<file path="src/design/spot_pkg.sv">
// shared types and constants of the shape pair overlap tester
`default_nettype none

package spot_pkg;

  localparam int COORD_BITS = 16;
  localparam int SIZE_BITS  = COORD_BITS - 1;
  localparam int DIST_BITS  = COORD_BITS;
  localparam int SQ_BITS    = 2 * COORD_BITS;

  typedef logic signed [COORD_BITS-1:0] coord_t;
  typedef logic        [SIZE_BITS-1:0]  size_t;
  typedef logic        [DIST_BITS-1:0]  dist_t;
  typedef logic        [SQ_BITS-1:0]    sq_t;

  typedef enum logic {
    SHAPE_RECT   = 1'b0,
    SHAPE_CIRCLE = 1'b1
  } shape_kind_t;

  typedef struct packed {
    shape_kind_t kind;
    coord_t      x;
    coord_t      y;
    size_t       w;
    size_t       h;
  } shape_t;

  typedef struct packed {
    shape_t src;
    shape_t dst;
  } pair_t;

  // geometry stage result: either a finished box test or a distance test
  typedef struct packed {
    logic  box_pair;
    logic  box_hit;
    logic  pre_miss;
    logic  strict;
    dist_t ax;
    dist_t ay;
    dist_t lim;
  } geom_t;

  typedef struct packed {
    logic box_pair;
    logic box_hit;
    logic pre_miss;
    logic strict;
    sq_t  sx;
    sq_t  sy;
    sq_t  l2;
  } square_t;

endpackage

`default_nettype wire

</file>
<file path="src/design/spot_geom.sv">
// center distances, box test and distance limits for one shape pair
`default_nettype none

module spot_geom (
  input  spot_pkg::pair_t pair,
  output spot_pkg::geom_t geom
);

  localparam int C = spot_pkg::COORD_BITS;

  logic signed [C:0] diff_x;
  logic signed [C:0] diff_y;
  spot_pkg::dist_t   mag_x;
  spot_pkg::dist_t   mag_y;
  logic [C:0]        dx2;
  logic [C:0]        dy2;
  spot_pkg::dist_t   sum_w;
  spot_pkg::dist_t   sum_h;
  spot_pkg::size_t   rect_w;
  spot_pkg::size_t   rect_h;
  spot_pkg::size_t   circ_r;
  logic [C:0]        ex;
  logic [C:0]        ey;
  logic [C:0]        ax;
  logic [C:0]        ay;
  spot_pkg::dist_t   lim;
  logic              src_rect;
  logic              dst_rect;

  always_comb begin
    src_rect = (pair.src.kind == spot_pkg::SHAPE_RECT);
    dst_rect = (pair.dst.kind == spot_pkg::SHAPE_RECT);

    diff_x = $signed({pair.src.x[C-1], pair.src.x}) - $signed({pair.dst.x[C-1], pair.dst.x});
    diff_y = $signed({pair.src.y[C-1], pair.src.y}) - $signed({pair.dst.y[C-1], pair.dst.y});
    mag_x  = diff_x[C] ? spot_pkg::dist_t'(-diff_x) : diff_x[C-1:0];
    mag_y  = diff_y[C] ? spot_pkg::dist_t'(-diff_y) : diff_y[C-1:0];
    dx2    = {mag_x, 1'b0};
    dy2    = {mag_y, 1'b0};

    sum_w = {1'b0, pair.src.w} + {1'b0, pair.dst.w};
    sum_h = {1'b0, pair.src.h} + {1'b0, pair.dst.h};

    // rectangle against circle, in either order
    rect_w = src_rect ? pair.src.w : pair.dst.w;
    rect_h = src_rect ? pair.src.h : pair.dst.h;
    circ_r = src_rect ? pair.dst.w : pair.src.w;
    // distance past the rectangle edge, at twice the scale
    ex = (dx2 > {2'b00, rect_w}) ? dx2 - {2'b00, rect_w} : '0;
    ey = (dy2 > {2'b00, rect_h}) ? dy2 - {2'b00, rect_h} : '0;

    if (src_rect != dst_rect) begin
      ax  = ex;
      ay  = ey;
      lim = {circ_r, 1'b0};
    end else begin
      ax  = {1'b0, mag_x};
      ay  = {1'b0, mag_y};
      lim = sum_w;
    end

    geom.box_pair = src_rect && dst_rect;
    geom.box_hit  = (dx2 < {1'b0, sum_w}) && (dy2 < {1'b0, sum_h});
    geom.pre_miss = (ax > {1'b0, lim}) || (ay > {1'b0, lim});
    geom.strict   = (src_rect == dst_rect);
    geom.ax       = ax[C-1:0];
    geom.ay       = ay[C-1:0];
    geom.lim      = lim;
  end

endmodule

`default_nettype wire

</file>
<file path="config.mk">
export PLATFORM = sky130hd
export DESIGN_NAME = spot_geom
export DESIGN_NICKNAME = d
export VERILOG_FILES = /design/src/design/spot_pkg.sv /design/src/design/spot_geom.sv
export SDC_FILE = /design/constraint.sdc
export NUM_CORES = 1
export LEC_CHECK = 0
export BUFFER_PORTS_ARGS = -buffer_cell sky130_fd_sc_hd__buf_4
export CAP_MARGIN = 20
export CORE_MARGIN = 2
export CORE_UTILIZATION = 63
export DETAILED_ROUTE_END_ITERATION = 6
export PLACE_DENSITY = 0.89
export RECOVER_POWER = 50
export SETUP_SLACK_MARGIN = 0.15
export SLEW_MARGIN = 40
export SYNTH_ARGS = -nofsm -noshare
export SYNTH_HDL_FRONTEND = slang
export SYNTH_SLANG_ARGS = --single-unit
</file>
<file path="constraint.sdc">
create_clock -name vclk -period 11.6
set_input_delay 0.58 -clock vclk [all_inputs]
set_output_delay 0.58 -clock vclk [all_outputs]
set_load 0.1 [all_outputs]
</file>
# After elaboration in Yosys (flattened, before gate mapping)
# Cells that the tools add are included.
# Widths: inputs -> output; s select.
[op_classes]
n_addsub = 8
multipliers = 0
div = 0
n_lt_le_gt_ge = 6
n_eq_ne = 2
shift = 0
muxes = 10
bitwise_logic = 2
n_reduce_logical = 3
[op_table]
columns = ["operator", "n"]
rows = [
  ["$mux 17", 4],
  ["$mux 16", 3],
  ["$mux 15", 3],
  ["$gt 17x15->1", 2],
  ["$gt 17x16->1", 2],
  ["$lt 17x16->1", 2],
  ["$sub 16x16->17", 2],
  ["$sub 17x15->17", 2],
  ["$add 15x15->16", 2],
  ["$neg 16->16", 2],
  ["$logic_and 1x1->1", 2],
  ["$not 1->1", 2],
  ["$eq 1x1->1", 1],
  ["$logic_or 1x1->1", 1],
  ["$ne 1x1->1", 1],
]
[totals]
ff_bits = 0
latchBits = 0
ram_bits = 0
romBits = 0
input_bits = 126
output_inout_bits = 52
elab_cells = 31
mem_count = 0

# Logic depth before layout (Yosys ltp)
[depth]
word_depth = 8
mapped_depth = 36
ltp_nobuf = 34

# Worst setup path after synthesis
# No wires, ideal clock.
[synth_timing]
kind = "input to output"
start = "in pair[56] in the netlist's numbering"
end = "out geom[49] in the netlist's numbering"
t_arrival_ns = 9.296
t_required_ns = 11.020
path_slack_ns = 1.724
stages = 32
path_buffers = 2
cell_sequence = "inv_1 ha_1 clkbuf_1 a21o_1 a22o_1 nor3_1 a21oi_1 o21ai_1 clkbuf_1 o21ai_0 ha_1 nand2_1 o21ai_0 a41o_1 a21oi_1 o21bai_1 nand2_1 nand2_1 maj3_1 a31oi_2 o211a_4 o31ai_1 ha_1 o21a_1 o21a_1 o21a_1 o211ai_1 a21oi_1 a211oi_1 o32ai_1 a311oi_1 o211ai_1"
[synth_rtl]
columns = ["item", "line", "text"]
rows = [
  ["start, declared", "spot_geom.sv:5", "input spot_pkg::pair_t pair,"],
  ["end, declared", "spot_geom.sv:6", "output spot_pkg::geom_t geom"],
]

==> results.py <==
metrics = {
    "critical_path": {
        "cp.required_ns": 11.02,
        "cp.arrival_ns": 8.99,
        "critPathLaunchType": "primary input",
        "cp_slowest_cell": "clkbuf_1",
        "worst-setup-path-type": "in2out",
        "max_stage_delay_ns": 2.32,
        "crit_path_end_kind": "output port",
        "critical_path.most_common_cell": "o21ai_0",
        "critPathMaxFanout": 47,
    },
    "yosys": {
        "synth_top_area_frac": 0.233,
        "avgSynthCellArea_um2": 7.50,
        "synth.most_common_cell": "ha_1",
        "netlist_top_cells_count": "ha_1 (148), inv_1 (100), a21oi_1 (77)",
        "synthSimpleGateAreaFrac": 0.179,
        "seq_area_frac_synth": 0,
        "synthesis.area_mm2": 0.00795,
        "synth_compound_area_frac": 0.319,
        "synth_top_family_by_area": "compound AO/OA/AOI/OAI gates",
        "synthXorXnorAreaFrac": 0.120,
        "yosysTopAreaCell": "ha_1",
        "synthDistinctLibCells": 96,
        "ys_warn_count": 0,
        "synth_mux_area_frac": 0.0666,
        "synth.area.top_cells": "ha_1 (23%), xnor2_1 (6.2%), mux2i_1 (5.7%)",
        "synth.net_count": 1340,
        "synth_fa_ha_area_frac": 0.252,
        "synthCells": 1060,
    },
    "worst_hold_path": {
        "hold_class": "in2out",
        "holdPathStages": 4,
        "holdCritStartpoint": "pair[62]",
        "whs_endpoint": "geom[51]",
    },
    "floorplan": {
        "chipHeight_um": 116,
        "initial_core_util": 0.637,
        "core_mm2": 0.0125,
        "die_x_um": 116,
        "std_cell_rows": 41,
        "die-area_mm2": 0.0135,
        "num_io_pins": 178,
    },
    "detailed_routing": {
        "vias": 8508,
        "dr.first_iter.drc_count": 565,
        "routed_wirelength_um": 21600,
        "drc_errors": 0,
        "antenna_left": 0,
        "post_drt_wl_per_cell_um": 15.6,
        "via_per_inst": 6.13,
        "firstDrtPassIters": 5,
    },
    "sta": {
        "slew_headroom": -1.23,
        "rsz0062_at_grt": "false",
        "max_clock_freq_ghz": 0.105,
        "worst_slew_pin_slew_ns": 3.34,
        "final.min_clock_period_ns": 9.57,
        "setup_viol": 0,
        "final-max-slew-violation-count": 99,
        "hold_viol_final": 0,
        "fin_crit_sh": 0.825,
        "fin_setup_tns_ns": 0,
    },
    "layout": {
        "final_util": 0.747,
        "ff_latch_area_um2": 0,
        "design_area_mm2": 0.00931,
        "design.final.nets": 1498,
        "design.seq.count": 0,
        "syn2layout_area_growth_pct": 17.1,
        "fill_cells": 1023,
        "layout-drive-gt1-share": 0.180,
        "num_antenna_cells": 0,
        "clockBufferCount": 0,
    },
    "global_route": {
        "grt_max_degree": 51,
        "grt_pass1_wl_um": 34100,
        "gr-usage-all-layers": 0.302,
        "grt-ovfl-total": 0,
        "grt_pass1_vias": 7665,
        "antenna_found_initial": 0,
    },
    "run": {
        "maxCapViolations": 2,
    },
    "pwr": {
        "power_density_mw_per_mm2": 193,
        "leakagePower_nw": 4.62,
        "irDropWorstVdd_mv": 0.137,
    },
    "clock_network": {
        "post_cts_buffers": 0,
        "holdBufCountCts": 0,
        "cts_resized": 0,
    },
    "placement": {
        "hpwl_um": 18500,
        "post_dp_cell_area_mm2": 0.00940,
        "gp_congestion": 0.930,
        "io_buffers": 178,
    },
    "outcome": {
        "status": "finished, violations left",
        "violations": "capacitance limit, slew limit",
    },
}
[placed cells by master, fill, tap and decap left out, types with 43 or more instances in the layout]
cell type,count
mux2i_1,45
o21ai_0,45
xnor2_1,56
inv_1,100
nor2_1,71
nand2_1,72
buf_4,157
ha_1,148
a21o_1,43
a21oi_1,77
[worst max-delay path, delay by kind of cell]
| family | cells | cell delay, ns |
|---|---|---|
| multiplexers | 1 | 0.76 |
| AND/OR/NAND/NOR | 3 | 0.36 |
| AO/OA/AOI/OAI | 18 | 4.29 |
| buffers and inverters | 2 | 2.60 |
| adder cells (fa/ha/maj) | 1 | 0.34 |
[how the worst max path moves through the flow]
stage                          from  endpoint  slack [ns]  cells past startpoint
after global placement     pair[30]  geom[49]        2.93                     34
after floorplan            pair[56]  geom[49]        1.72                     32
after CTS                  pair[30]  geom[49]        2.61                     34
final                     pair[125]  geom[49]        2.03                     25
after detailed placement   pair[30]  geom[49]        2.63                     34
after global routing      pair[125]  geom[49]        1.57                     25
[area by class of cell]
cell class | instances | area (um2) | share of cell area
timing repair buffer | 182 | 1270 | 0.137
multi-input combinational | 934 | 7440 | 0.800
tap | 172 | 215 | 0.0231
inverter | 100 | 375 | 0.0403
[layer usage]
layer / global-route usage / vias up / part of all wire
li1: - / 4258 / -
met2: 0.560 / 304 / 0.49
met5: 0 / - / 0
met1: 0.379 / 3907 / 0.42
met3: 0.0202 / 39 / 0.061
met4: 0.0738 / 0 / 0.028
[power breakdown]
group	switching [W]	internal [W]	total [W]	leakage [nW]
Combinational	0.00124	0.000554	0.00179	4.62
Clock	0	0	0	0
Sequential	0	0	0	0
[cells by family after synthesis]
| family | after synthesis |
|---|---|
| and+or+nand+nor | 280 |
| AOI/OAI and AO/OA | 345 |
| xor gates and xnor gates | 100 |
| buffers and inverters | 126 |
| adders and majority gates | 157 |
| muxes | 52 |
[stage by stage]
stage          setup slack, ns  cells  hold WS, ns  total power (W)
2_1_floorplan             1.72   1060         1.71          0.00143
3_3_place_gp              2.93   1388         1.67          0.00176
3_5_place_dp              2.63   1388         1.68          0.00179
4_1_cts                   2.61   1388         1.68          0.00180
5_1_grt                   1.57   1388         1.71          0.00193
6_report                  2.03   1388         1.68          0.00179
Note: power is estimated with default switching activity, not from simulation.
